==> src/sv/crsf_pkg.sv <==
// ============================================================================
// crsf_pkg - shared types and constants of the capture ring controller
// Holds the transfer payloads, the command and event codes, the architectural
// state record and the frame geometry of both line standards.
// ============================================================================
package crsf_pkg;

    // Ring geometry and sentinel byte written into the stamped rows.
    localparam int unsigned RING_BUFFERS  = 3;
    localparam logic [7:0]  SENTINEL_BYTE = 8'h5A;

    // Configuration register indexes and reset values.
    localparam logic [1:0] CFG_HYSTERESIS = 2'd0;
    localparam logic [1:0] CFG_ERASED     = 2'd1;
    localparam logic [5:0] HYST_RESET     = 6'd30;
    localparam logic [7:0] ERASED_RESET   = 8'd22;

    // Frame geometry: arm row sits four fifths down the frame, forced odd.
    localparam int unsigned HEIGHT_525_INT = 480;
    localparam int unsigned HEIGHT_625_INT = 576;
    localparam logic [9:0] HEIGHT_525  = 10'(HEIGHT_525_INT);
    localparam logic [9:0] HEIGHT_625  = 10'(HEIGHT_625_INT);
    localparam logic [9:0] ARM_ROW_525 = 10'(((HEIGHT_525_INT * 4) / 5) | 1);
    localparam logic [9:0] ARM_ROW_625 = 10'(((HEIGHT_625_INT * 4) / 5) | 1);
    localparam logic [9:0] DONE_ROW_525 = 10'(HEIGHT_525_INT - 1);
    localparam logic [9:0] DONE_ROW_625 = 10'(HEIGHT_625_INT - 1);

    typedef enum logic [1:0] {
        CMD_STATUS = 2'd0,
        CMD_PROBE  = 2'd1,
        CMD_STOP   = 2'd2,
        CMD_FORCE  = 2'd3
    } cmd_t;

    typedef enum logic [2:0] {
        EV_INCOMPLETE = 3'd0,
        EV_COMPLETE   = 3'd1,
        EV_STANDARD   = 3'd2,
        EV_HELD       = 3'd3,
        EV_STOPPED    = 3'd4
    } event_t;

    typedef struct packed {
        cmd_t       command;
        logic       no_signal;
        logic       vertical_lock;
        logic       lines_625;
        logic [7:0] probe_pixel;
        logic       probe_last;
        logic       forced_standard;
    } in_item_t;

    typedef struct packed {
        event_t      event_res;
        logic [1:0]  write_buffer;
        logic [1:0]  safe_buffer;
        logic        safe_valid;
        logic        standard;
        logic [9:0]  frame_height;
        logic        stamp_request;
        logic [9:0]  arm_row;
        logic [9:0]  done_row;
        logic [5:0]  agree_count;
        logic [31:0] frame_count;
        logic [31:0] switch_count;
    } out_item_t;

    typedef struct packed {
        logic [1:0]  write_index;
        logic [1:0]  done_index;
        logic        done_valid;
        logic [1:0]  safe_index;
        logic        safe_present;
        logic        standard;
        logic [5:0]  agreement;
        logic [7:0]  match_count;
        logic [31:0] frames_done;
        logic [31:0] switches_done;
    } crsf_state_t;

    localparam crsf_state_t STATE_RESET = '{
        write_index:   2'd0,
        done_index:    2'd0,
        done_valid:    1'b0,
        safe_index:    2'd0,
        safe_present:  1'b0,
        standard:      1'b0,
        agreement:     6'd0,
        match_count:   8'd0,
        frames_done:   32'd0,
        switches_done: 32'd0
    };

endpackage

==> src/sv/crsf_step.sv <==
// ============================================================================
// crsf_step - next-state and result logic for one item
// Applies one registered item to the controller state and forms the result
// transfer from the updated state.
// ============================================================================
module crsf_step (
    input  crsf_pkg::in_item_t    item,
    input  crsf_pkg::crsf_state_t state_cur,
    input  logic [5:0]            hysteresis_limit,
    input  logic [7:0]            erased_limit,
    output crsf_pkg::crsf_state_t state_next,
    output crsf_pkg::out_item_t   result,
    output logic                  result_valid
);
    import crsf_pkg::*;

    logic [5:0] agree_inc;
    logic [7:0] match_inc;
    logic [1:0] write_inc;
    event_t     ev;
    logic       stamp;

    assign agree_inc = state_cur.agreement + 6'd1;
    assign match_inc = state_cur.match_count +
                       {7'd0, (item.probe_pixel == SENTINEL_BYTE)};
    assign write_inc = (state_cur.write_index == 2'(RING_BUFFERS - 1)) ?
                       2'd0 : state_cur.write_index + 2'd1;

    always_comb begin
        state_next   = state_cur;
        result_valid = 1'b1;
        ev           = EV_HELD;
        stamp        = 1'b0;
        unique case (item.command)
            CMD_STATUS: begin
                if (item.no_signal) begin
                    state_next.agreement = 6'd0;
                end else if (!item.vertical_lock || item.lines_625 == state_cur.standard) begin
                    if (state_cur.agreement != 6'd0) begin
                        state_next.agreement = state_cur.agreement - 6'd1;
                    end
                end else if (agree_inc >= hysteresis_limit) begin
                    // Enough disagreeing samples: follow the decoder and reset the ring.
                    state_next.agreement     = 6'd0;
                    state_next.switches_done = state_cur.switches_done + 32'd1;
                    state_next.standard      = item.lines_625;
                    state_next.write_index   = 2'd0;
                    state_next.done_valid    = 1'b0;
                    state_next.safe_present  = 1'b0;
                    state_next.match_count   = 8'd0;
                    ev    = EV_STANDARD;
                    stamp = 1'b1;
                end else begin
                    state_next.agreement = agree_inc;
                end
            end
            CMD_PROBE: begin
                if (!item.probe_last) begin
                    state_next.match_count = match_inc;
                    result_valid = 1'b0;
                end else begin
                    state_next.match_count = 8'd0;
                    if (match_inc < erased_limit) begin
                        // Sentinel row overwritten: the frame landed, rotate the ring.
                        state_next.safe_index   = state_cur.done_index;
                        state_next.safe_present = state_cur.done_valid;
                        state_next.done_index   = state_cur.write_index;
                        state_next.done_valid   = 1'b1;
                        state_next.write_index  = write_inc;
                        state_next.frames_done  = state_cur.frames_done + 32'd1;
                        ev    = EV_COMPLETE;
                        stamp = 1'b1;
                    end else begin
                        ev = EV_INCOMPLETE;
                    end
                end
            end
            CMD_STOP: begin
                state_next.done_valid   = 1'b0;
                state_next.safe_present = 1'b0;
                state_next.match_count  = 8'd0;
                ev = EV_STOPPED;
            end
            CMD_FORCE: begin
                state_next.standard     = item.forced_standard;
                state_next.write_index  = 2'd0;
                state_next.done_valid   = 1'b0;
                state_next.safe_present = 1'b0;
                state_next.match_count  = 8'd0;
                ev    = EV_STANDARD;
                stamp = 1'b1;
            end
            default: begin
                result_valid = 1'b0;
            end
        endcase
    end

    always_comb begin
        result.event_res     = ev;
        result.write_buffer  = state_next.write_index;
        result.safe_buffer   = state_next.safe_present ? state_next.safe_index : 2'd0;
        result.safe_valid    = state_next.safe_present;
        result.standard      = state_next.standard;
        result.frame_height  = state_next.standard ? HEIGHT_625 : HEIGHT_525;
        result.stamp_request = stamp;
        result.arm_row       = state_next.standard ? ARM_ROW_625 : ARM_ROW_525;
        result.done_row      = state_next.standard ? DONE_ROW_625 : DONE_ROW_525;
        result.agree_count   = state_next.agreement;
        result.frame_count   = state_next.frames_done;
        result.switch_count  = state_next.switches_done;
    end

endmodule

==> src/sv/capture_ring_and_standard_follow.sv <==
// ============================================================================
// capture_ring_and_standard_follow - video capture ring and standard follower
// Rotates a three-buffer capture ring on sentinel probe results and follows
// the decoder line standard through a leaky agreement counter.
// ============================================================================
// The item is registered in the input stage and its result in the result stage,
// whose valid register drives m_valid.
// Throughput: one item per cycle unless a result stalls; the state update loop
// through crsf_step is combinational, so each item sees its predecessor's effects.
// A stalled result holds every item in the input stage, results or not.
// Reset: synchronous, active low; clears the ring, standard (525-line),
// counters and both handshake stages, and reloads both limit registers.
module capture_ring_and_standard_follow (
    input  logic                aclk,
    input  logic                aresetn,
    // Input item channel.
    input  logic                s_valid,
    output logic                s_ready,
    input  crsf_pkg::in_item_t  s_item,
    // Result channel.
    output logic                m_valid,
    input  logic                m_ready,
    output crsf_pkg::out_item_t m_item,
    // Configuration write channel.
    input  logic                cfg_valid,
    output logic                cfg_ready,
    input  logic [1:0]          cfg_index,
    input  logic [7:0]          cfg_data
);
    import crsf_pkg::*;

    // Input stage: one item waits here while its state update is computed.
    logic        in_vld_reg;
    in_item_t    in_item_reg;

    // Architectural state of the ring and the standard follower.
    crsf_state_t state_reg;
    crsf_state_t state_next;

    // Result stage.
    logic        out_vld_reg;
    out_item_t   out_item_reg;

    // Configuration registers.
    logic [5:0]  hyst_reg;
    logic [7:0]  erased_reg;

    out_item_t   step_result;
    logic        step_valid;
    logic        advance;

    // The input stage drains whenever the result stage can take a transfer.
    // Every item, including probe pixels that give no result, waits while a
    // result is stalled, so the pending result is never disturbed.
    assign advance   = in_vld_reg && (!out_vld_reg || m_ready);
    assign s_ready   = !in_vld_reg || advance;
    assign cfg_ready = 1'b1;
    assign m_valid   = out_vld_reg;
    assign m_item    = out_item_reg;

    crsf_step u_step (
        .item             (in_item_reg),
        .state_cur        (state_reg),
        .hysteresis_limit (hyst_reg),
        .erased_limit     (erased_reg),
        .state_next       (state_next),
        .result           (step_result),
        .result_valid     (step_valid)
    );

    always_ff @(posedge aclk) begin
        if (!aresetn) begin
            in_vld_reg <= 1'b0;
        end else if (s_ready) begin
            in_vld_reg <= s_valid;
        end
    end

    always_ff @(posedge aclk) begin
        if (s_valid && s_ready) begin
            in_item_reg <= s_item;
        end
    end

    always_ff @(posedge aclk) begin
        if (!aresetn) begin
            state_reg <= STATE_RESET;
        end else if (advance) begin
            state_reg <= state_next;
        end
    end

    always_ff @(posedge aclk) begin
        if (!aresetn) begin
            out_vld_reg <= 1'b0;
        end else if (advance && step_valid) begin
            out_vld_reg <= 1'b1;
        end else if (m_ready) begin
            out_vld_reg <= 1'b0;
        end
    end

    always_ff @(posedge aclk) begin
        if (advance && step_valid) begin
            out_item_reg <= step_result;
        end
    end

    // User writes limits only while idle; not enforced. Other indexes are ignored.
    always_ff @(posedge aclk) begin
        if (!aresetn) begin
            hyst_reg   <= HYST_RESET;
            erased_reg <= ERASED_RESET;
        end else if (cfg_valid && cfg_ready) begin
            if (cfg_index == CFG_HYSTERESIS) begin
                hyst_reg <= cfg_data[5:0];
            end else if (cfg_index == CFG_ERASED) begin
                erased_reg <= cfg_data;
            end
        end
    end

    // The three ring roles never share a buffer while they are valid.
    assert property (@(posedge aclk) disable iff (!aresetn)
        state_reg.safe_present |->
            (state_reg.safe_index != state_reg.write_index) &&
            (!state_reg.done_valid || state_reg.safe_index != state_reg.done_index))
        else $error("safe buffer aliases another ring role");

    assert property (@(posedge aclk) disable iff (!aresetn)
        state_reg.done_valid |-> state_reg.done_index != state_reg.write_index)
        else $error("done buffer aliases the write buffer");

    // State only moves when an item leaves the input stage.
    assert property (@(posedge aclk) disable iff (!aresetn)
        !advance |=> $stable(state_reg))
        else $error("state changed without an item");

    // A pending result is only dropped by a completed transfer.
    assert property (@(posedge aclk) disable iff (!aresetn)
        (out_vld_reg && !m_ready) |=> out_vld_reg && $stable(out_item_reg))
        else $error("stalled result lost or overwritten");

endmodule

==> config.mk <==
export PLATFORM = sky130hd
export DESIGN_NAME = capture_ring_and_standard_follow
export DESIGN_NICKNAME = d
export VERILOG_FILES = /design/src/sv/crsf_pkg.sv /design/src/sv/crsf_step.sv /design/src/sv/capture_ring_and_standard_follow.sv
export SDC_FILE = /design/constraint.sdc
export NUM_CORES = 1
export LEC_CHECK = 0
export BUFFER_PORTS_ARGS = -buffer_cell sky130_fd_sc_hd__buf_2
export CAP_MARGIN = 15
export CORE_ASPECT_RATIO = 2
export CORE_UTILIZATION = 63
export CTS_CLUSTER_DIAMETER = 80
export DETAILED_ROUTE_END_ITERATION = 7
export HOLD_SLACK_MARGIN = 0.05
export PLACE_DENSITY = 0.86
export SETUP_SLACK_MARGIN = 0.4
export SLEW_MARGIN = 20
export SYNTH_ARGS = -nofsm -noshare
export SYNTH_HDL_FRONTEND = slang
export SYNTH_HIERARCHICAL = 1
export SYNTH_SLANG_ARGS = --single-unit
export TNS_END_PERCENT = 5
==> constraint.sdc <==
create_clock -name aclk -period 10.15 [get_ports aclk]
set_input_delay 0 -clock aclk [delete_from_list [all_inputs] [get_ports aclk]]
set_output_delay 0 -clock aclk [all_outputs]
set_load 0.02 [all_outputs]
-- Word level (Yosys, flattened, before mapping)
Index checks and enable logic that the tools add are counted.
- mux-type cells: 53
- add/sub/neg operators: 6
- reduce and logical (&&, ||, !) cells: 19
- bitwise gates (word level): 1
- equal/unequal tests: 12
- $lt $le $gt $ge: 2
- operators with widths (cell ; count):
    $mux 32 ; 7
    $add 32x1->32 const B ; 2
    $mux 8 ; 6
    $mux 6 ; 5
    $pmux 8 s3 ; 1
    $mux 10 ; 2
    $mux 2 ; 9
    $mux 1 ; 14
    $pmux 3 s4 ; 1
    $pmux 1 s3 ; 3
    $add 8x1->8 ; 1
    $eq 8x7->1 const B ; 1
    $lt 8x8->1 ; 1
    $reduce_and 4->1 ; 2
    $mux 7 ; 1
    $add 6x1->6 const B ; 1
    $eq 2x2->1 const B ; 3
    $ge 6x6->1 ; 1
    $mux 3 ; 2
    $ne 2x2->1 const B ; 3
    $pmux 2 s3 ; 1
    $reduce_and 6->1 ; 1
    $reduce_bool 6->1 ; 1
    $sub 6x1->6 const B ; 1
    other kinds (14) ; 23
- input bits: 30
- word-level logic and storage cells: 126
- output and inout port bits: 113
- flip-flop bits (word level): 228

-- Logic depth before layout (Yosys ltp)
Gate-level depths: netlist (run 1).
- word-level depth: 7
- depth in mapped cells: 19
- gate-level depth less buffers: 16

-- Hierarchy
Netlist (run 1), hierarchy kept.
- modules (own cells, without submodules) (module ; area each (um2) ; sequential area each (um2) ; instances ; cells each):
    capture_ring_and_standard_follow ; 7816.2 ; 5815.6 ; 1 ; 570
    crsf_step ; 3335.7 ; 0.0 ; 1 ; 490

-- Least setup slack after synthesis (run 1)
Ideal clock, no wire load.
- kind: register to register
- start point: register in_item_reg[13] (netlist name)
- end point: register out_item_reg, in the netlist m_item[0] (enable)
- cell stages (with the launch flop): 6
- clock period less this slack: 6143 ps
- data arrival time: 5562 ps
- setup time: 581 ps
- slack: 4007 ps
- path buffers: 1
- required time: 9569 ps
- cells stage by stage: edfxtp_1 > ha_1 > clkbuf_1 > nand2b_1 > nand2_1 > nor2_1
- word-level cells in the longest chain between the ends: 3
- RTL lines (element ; RTL line ; source):
    start: declaration ; capture_ring_and_standard_follow.sv:34 ; in_item_t in_item_reg;
    start signal: assignment ; capture_ring_and_standard_follow.sv:81 ; in_item_reg <= s_item;
    $eq 2x1->1 ; crsf_step.sv:34 ; unique case (item.command)
    $mux 1 ; crsf_step.sv:34 ;
    named net step_valid ; capture_ring_and_standard_follow.sv:49 ; logic step_valid;
    $logic_and 1x1->1 ; capture_ring_and_standard_follow.sv:104 ; if (advance && step_valid) begin
    end signal: assignment ; capture_ring_and_standard_follow.sv:105 ; out_item_reg <= step_result;
    end: declaration ; capture_ring_and_standard_follow.sv:42 ; out_item_t out_item_reg;
The timed path passes the listed nets, and every way through them passes these cells.
A chain may end at the register's enable or synchronous reset.

==> flow_metrics.py, run 1 <==
metrics = {
    "outcome": {
        "status": "completed",
    },
    "placed_design": {
        "dpl_worst_slack_ns": 6.35,
        "place_inst": 1282,
        "port_buffers": 141,
        "gp_congestion": 0.879,
        "hpwl_mm": 14.4,
    },
    "die": {
        "design.core.area_um2": 17300,
        "rows": 68,
        "dieArea_um2": 18300,
        "dieWidth_um": 96.1,
        "io_pins": 143,
        "start_util_pct": 64.6,
        "dieHeight_um": 190,
    },
    "cells_and_area": {
        "largest_register_ffs": 110,
        "n_antenna_cell": 0,
        "multi_input_area_um2": 4260,
        "nets": 1177,
        "drive_gt1_share_pct": 17.3,
        "regArea_um2": 5820,
        "fillers": 1253,
        "instances_no_fill": 1347,
        "area_growth_pct": 9.36,
    },
    "routing": {
        "drc": 0,
        "drtPass1Iterations": 5,
        "via_per_inst": 5.54,
        "wl_per_cell_um": 16.2,
        "routed_wl_mm": 21.9,
        "vias": 7462,
        "final_antenna_net_count": 0,
        "drt_iter0_drc": 341,
    },
    "cts": {
        "post_cts_buffers": 0,
        "clk_latency_ns": 0.50,
        "clk_pin_slew_ns": 0.07,
        "cts_tree": "built",
        "ctsHtreeMaxLevel": 1,
        "clkSinkCount": 228,
        "cts_hold_buf": 26,
        "cts_buffers": 21,
        "clk_path_buf_depth": 3,
        "clockRootBuffer": "clkbuf_16",
        "ctsResizeCount": 0,
    },
    "synthesis": {
        "ys_warn_count": 6,
        "ys_top_cells_by_area": "edfxtp_1 34%, dfxtp_1 18%, mux2i_1 8.5%",
        "postSynthAreaPerCell_um2": 10.5,
        "synth.mux.area_fraction_pct": 9.23,
        "synth_most_common_cell": "nand2_1",
        "synthAdderAreaFrac_pct": 2.80,
        "synth_seq_cells": 228,
        "yosys.area_share.xor_xnor_pct": 5.81,
        "synth_compound_area_share_pct": 3.64,
        "synth_seq_area_share_pct": 52.1,
        "async_reset_ff_share_pct": 0,
        "yosys-top-cells-count": "229 x nand2_1, 125 x edfxtp_1, 110 x buf_4, 103 x dfxtp_1, 95 x mux2i_1",
        "synth_top_area_share_pct": 33.7,
        "synth_cell_types": 55,
        "synth_flop_cell": "edfxtp_1",
        "yosys.area.top_type": "edfxtp_1",
        "synth_top_family_by_area": "simple AND/OR/NAND/NOR gates",
        "synth_enable_flop_cells": 125,
        "syn_area_um2": 11200,
        "synthSimpleGateAreaFrac_pct": 16.0,
        "postSynthCellCount": 1060,
    },
    "critical_path": {
        "cpPeakStageDelay_ns": 0.41,
        "worstPathRequired_ns": 10.57,
        "worstPathCellList": "nand4bb_1 > nor2_1 > ha_1 > ha_1 > nand3_1 > nor2_1 > xor2_1 > ha_1 > a21o_1 > a21oi_1 > o21a_1 > nand4_1 > nor3_1 > xor2_1 > nand2_1 > mux2i_1",
        "crit_path_frequent_cell": "ha_1",
        "cp.arrival_ns": 4.28,
        "critPathTopFamily": "simple AND/OR/NAND/NOR gates",
        "cp-end-kind": "flip-flop",
        "cp_slowest_cell": "nand4_1",
        "cp_max_fo": 8,
        "crit_path_start_kind": "flip-flop",
        "path_buf_inv": 0,
        "crit_type": "reg2reg",
    },
    "sta": {
        "finClkSkew_ns": 0.0176,
        "setup-tns-final_ns": 0,
        "final-setup-viol-count": 0,
        "timing.hold.ws_ns": 0.0801,
        "max_freq_ghz": 0.259,
        "timing.final.ws_setup_ns": 6.30,
        "slew_violations": 0,
        "worstMarginPinSlew_ns": 1.00,
        "period_needed_ns": 3.85,
        "hold_viol_final": 0,
        "grt_setup_unrepaired": "false",
        "worst_slew_margin_rel_pct": 33.3,
        "fin_crit_sh_pct": 38.0,
    },
    "hold_path": {
        "hold_path.class": "in2reg",
    },
    "global_route": {
        "grt_use_total_pct": 24.0,
        "antenna_found_initial": 0,
        "grt_pass1_vias": 7260,
        "grt_max_degree": 116,
        "grt_pass1_wl_mm": 34.2,
        "overflow": 0,
    },
    "power": {
        "power.density_nw_per_um2": 161,
        "max-vdd-ir-drop_mv": 0.155,
        "p_leak_nw": 4.71,
    },
    "job": {
        "drv_cap": 0,
    },
}
## worst register-to-register path, stage by stage (launching register included)
cell	delay [ns]
edfxtp_1	0.37
nand4bb_1	0.18
nor2_1	0.11
ha_1	0.19
ha_1	0.23
nand3_1	0.13
nor2_1	0.15
xor2_1	0.20
ha_1	0.27
a21o_1	0.18
a21oi_1	0.23
o21a_1	0.28
nand4_1	0.41
nor3_1	0.35
xor2_1	0.24
nand2_1	0.09
mux2i_1	0.18
## through the flow
stage,total power [mW],area (um^2),util (%)
final,1.96,12200,70.6
after detailed placement,1.16,11200,64.8
after global placement,1.15,11200,64.8
after floorplan,1.13,11200,-
after global routing,2.02,12200,70.6
after CTS,1.97,12200,70.5
## area by class of cell
type                       instances  area share (%)
clock buffer                      26            4.72
clock inverter                    12            1.20
inverter                          30           0.923
multi-input combinational        668            35.0
sequential                       228            47.7
tap                              210            2.15
timing repair buffer             173            8.36
## kinds of logic after synthesis
| group | Yosys count |
|---|---|
| DFF | 228 |
| other | 3 |
| buffers and inverters | 180 |
| muxes | 102 |
| adders and majority gates | 25 |
| and+or+nand+nor | 387 |
| AOI/OAI and AO/OA | 61 |
| xor gates and xnor gates | 74 |
## path summary, 6_finish.rpt
kind / cells past startpoint / slack (ns) / from / to
worst max-delay path: 16 / 6.30 / in_item_reg[7]$_DFFE_PP_ / state_reg[51]$_SDFFE_PN0P_
worst min-delay path: 3 / 0.08 / cfg_index[1] / hyst_reg[5]$_SDFFE_PN0P_
worst max register to register: 16 / 6.30 / in_item_reg[7]$_DFFE_PP_ / state_reg[51]$_SDFFE_PN0P_
worst min register to register: 2 / 0.47 / state_reg[62]$_SDFFE_PN0P_ / state_reg[62]$_SDFFE_PN0P_
## cells in the final DEF, fill, tap and decap left out, drive strengths merged, types with 3 or more instances in the layout
| cell type | n |
|---|---|
| and2 | 9 |
| nand3 | 37 |
| edfxtp | 125 |
| nor3 | 25 |
| nand2b | 5 |
| a21o | 3 |
| buf | 146 |
| xor2 | 31 |
| ha | 25 |
| nor4 | 7 |
| mux2 | 7 |
| inv | 33 |
| xnor2 | 43 |
| a21oi | 10 |
| o21ai | 21 |
| nand4 | 18 |
| dfxtp | 103 |
| nand2 | 229 |
| nor2b | 5 |
| conb | 19 |
| and3 | 11 |
| and4 | 8 |
| mux2i | 95 |
| nor2 | 27 |
| dlygate4sd3 | 27 |
| clkinv | 5 |
| clkbuf | 26 |
| a22o | 8 |
## metal layers
metal | global-route usage [%] | vias up | wire (um)
met2 | 45.8 | 185 | 12200
li1 | - | 3632 | -
met3 | 2.72 | 57 | 800
met5 | 0 | - | 0
met4 | 10.9 | 0 | 851
met1 | 25.0 | 3588 | 8030
## power breakdown
group	leakage, nW	switching [mW]	total (mW)	internal, mW
registers	1.97	0.00989	1.01	1.00
clock network	0.347	0.349	0.813	0.464
logic	2.39	0.0904	0.135	0.0447
total	4.71	0.449	1.96	1.51
Note: power is estimated with default switching activity, not from simulation.
==> run 2, diff against run 1 <==
--- a/config.mk
+++ b/config.mk
@@ -8,11 +8,11 @@
 export BUFFER_PORTS_ARGS = -buffer_cell sky130_fd_sc_hd__buf_2
 export CAP_MARGIN = 15
 export CORE_ASPECT_RATIO = 2
-export CORE_UTILIZATION = 63
+export CORE_UTILIZATION = 53
 export CTS_CLUSTER_DIAMETER = 80
 export DETAILED_ROUTE_END_ITERATION = 7
 export HOLD_SLACK_MARGIN = 0.05
-export PLACE_DENSITY = 0.86
+export PLACE_DENSITY = 0.77
 export SETUP_SLACK_MARGIN = 0.4
 export SLEW_MARGIN = 20
 export SYNTH_ARGS = -nofsm -noshare
==> constraint.sdc (replaced) <==
create_clock -name aclk -period 3.17 [get_ports aclk]
set_input_delay 0 -clock aclk [delete_from_list [all_inputs] [get_ports aclk]]
set_output_delay 0 -clock aclk [all_outputs]
set_load 0.02 [all_outputs]
==> run 2 against run 1 <==
- the run now ends with setup timing left
- combinational power grew to 3.5 times the previous value
- flip-flop and latch count is the same
- global-route usage down 3.1 points
- critical endpoint is now m_item[58]$_DFFE_PP_
- highest routed layer unchanged
==> flow_metrics.py, run 2 (same netlist as run 1, synthesis figures left out) <==
metrics = {
    "sta": {
        "fin_crit_sh_pct": 116,
        "period_needed_ns": 3.68,
        "max_freq_ghz": 0.271,
        "slew_violations": 0,
        "finClkSkew_ns": 0.0119,
        "hold_viol_final": 0,
        "worstMarginPinSlew_ns": 0.702,
        "timing.final.ws_setup_ns": -0.514,
        "final-setup-viol-count": 77,
        "grt_setup_unrepaired": "true",
        "worst_slew_margin_rel_pct": 53.1,
    },
    "critical_path": {
        "r2r_start": "in_item_reg[7]$_DFFE_PP_",
        "worstPathRequired_ns": 3.44,
        "reg2reg_slack_ns": -0.51,
        "crit_type": "reg2reg",
        "cp.arrival_ns": 3.95,
        "reg2reg_depth": 16,
        "cp_max_fo": 7,
        "crit_path_start_kind": "flip-flop",
        "rr_endpoint": "m_item[58]$_DFFE_PP_",
        "cp-end-kind": "flip-flop",
    },
    "cells_and_area": {
        "drive_gt1_share_pct": 24.9,
        "nets": 1248,
        "layout_commonest_cell": "nand2_1",
        "final_util_pct": 65.3,
        "area_growth_pct": 20.4,
        "largest_register_ffs": 110,
        "instances_no_fill": 1474,
        "fillers": 1634,
        "final_cell_mix": "227 x nand2_1, 140 x buf_2, 125 x edfxtp_1",
        "n_antenna_cell": 0,
    },
    "global_route": {
        "overflow": 0,
        "grt_pass1_vias": 7703,
        "grt_use_total_pct": 20.8,
        "grt_pass1_wl_mm": 36.1,
        "grt_max_degree": 145,
        "antenna_found_initial": 0,
    },
    "outcome": {
        "status": "finished, violations left",
        "violations": "setup timing",
    },
    "die": {
        "start_util_pct": 54.3,
        "dieArea_um2": 21700,
        "dieHeight_um": 207,
        "design.core.area_um2": 20600,
        "dieWidth_um": 105,
        "io_pins": 143,
        "rows": 74,
    },
    "power": {
        "max-vdd-ir-drop_mv": 0.420,
        "power.density_nw_per_um2": 485,
        "p_leak_nw": 5.30,
    },
    "routing": {
        "wl_per_cell_um": 15.5,
        "vias": 7727,
        "drt_iter0_drc": 334,
        "via_per_inst": 5.24,
        "drtPass1Iterations": 4,
        "final_antenna_net_count": 0,
        "drc": 0,
        "routed_wl_mm": 22.9,
    },
    "cts": {
        "clkSinkCount": 228,
        "ctsHtreeMaxLevel": 1,
        "clockRootBuffer": "clkbuf_16",
        "cts_buffers": 21,
        "clk_latency_ns": 0.51,
        "cts_tree": "built",
        "clk_pin_slew_ns": 0.07,
        "clk_path_buf_depth": 3,
    },
    "hold_path": {
        "hold_path.class": "in2reg",
        "hp-start": "cfg_index[1]",
        "hold_path_end": "erased_reg[3]$_SDFFE_PN0P_",
        "worstHoldPathCells": 3,
    },
    "placed_design": {
        "place_inst": 1374,
        "hpwl_mm": 14.4,
        "port_buffers": 141,
        "gp_congestion": 0.908,
    },
    "job": {
        "drv_cap": 0,
    },
}
run 2: changes by cell type in the layout (fill, tap and decap cells not counted), sizes merged:
cell         change
buf             +42
dlygate4sd3     +29
bufinv           +4
clkbuf           -4
clkinv           +2
inv              -2
run 2: area by class of cell:
| type | count | area (um^2) | share of cell area (%) |
|---|---|---|---|
| inverter | 30 | 113 | 0.839 |
| clock inverter | 16 | 235 | 1.75 |
| multi-input combinational | 668 | 4680 | 34.8 |
| timing repair buffer | 244 | 1720 | 12.8 |
| tap | 266 | 333 | 2.48 |
| sequential | 228 | 5830 | 43.4 |
| clock buffer | 22 | 529 | 3.94 |
run 2: metrics by stage:
stage               setup slack (ns)  power (mW)  instance area [um^2]  hold WS (ns)  setup TNS, ns
floorplan                     -0.185        3.62                 11300        0.0989          -3.10
global placement              -0.241        3.72                 11600         0.176          -8.69
detailed placement            -0.363        3.73                 11600         0.178         -13.49
CTS                           -0.346        6.56                 13200       -0.0118         -12.23
global route                  -0.681        6.71                 13400         0.197         -36.98
finish                        -0.514        6.51                 13400         0.174         -24.76
run 2: report_power, final:
| part | internal, mW | switching, mW | leakage, nW |
|---|---|---|---|
| Combinational | 0.177 | 0.298 | 2.96 |
| Clock | 1.71 | 1.09 | 0.370 |
| Sequential | 3.20 | 0.0320 | 1.97 |
run 2: how the worst max path moves through the flow:
stage / start / end / slack, ns / depth (start not counted)
6_report: in_item_reg[7]$_DFFE_PP_ / m_item[58]$_DFFE_PP_ / -0.51 / 16
3_3_place_gp: in_item_reg[9]$_DFFE_PP_ / state_reg[47]$_SDFFE_PN0P_ / -0.24 / 18
5_1_grt: in_item_reg[7]$_DFFE_PP_ / state_reg[58]$_SDFFE_PN0P_ / -0.68 / 17
2_1_floorplan: in_item_reg[9]$_DFFE_PP_ / state_reg[58]$_SDFFE_PN0P_ / -0.18 / 18
3_5_place_dp: in_item_reg[4]$_DFFE_PP_ / state_reg[52]$_SDFFE_PN0P_ / -0.36 / 17
4_1_cts: in_item_reg[7]$_DFFE_PP_ / state_reg[58]$_SDFFE_PN0P_ / -0.35 / 17
run 2: worst max-delay path, stage by stage, from the launching register on:
cell	delay, ns
edfxtp_1	0.39
nand4bb_1	0.22
nor2_1	0.15
ha_2	0.23
and3_1	0.19
and3_4	0.20
nand3_2	0.10
xnor2_2	0.16
ha_1	0.33
and3_4	0.17
o211ai_1	0.14
nor2_1	0.09
or4b_1	0.53
buf_6	0.16
nor3_4	0.15
xor2_2	0.10
buf_4	0.13
run 2: layer usage:
metal	vias up	global-route usage (%)	wire length, um
met5	-	0	0
met4	0	11.9	1090
met3	61	2.64	807
met2	186	40.1	12600
met1	3698	21.0	8390
li1	3782	-	-
run 2: timing repair:
action | CTS | global route
endpoints found under the hold margin | 46 | 7
resized for setup | 36 | 46
hold buffers | 55 | 1
setup buffers | 5 | 1
pin swaps | 12 | 21
endpoints found under the setup margin | 148 | 137
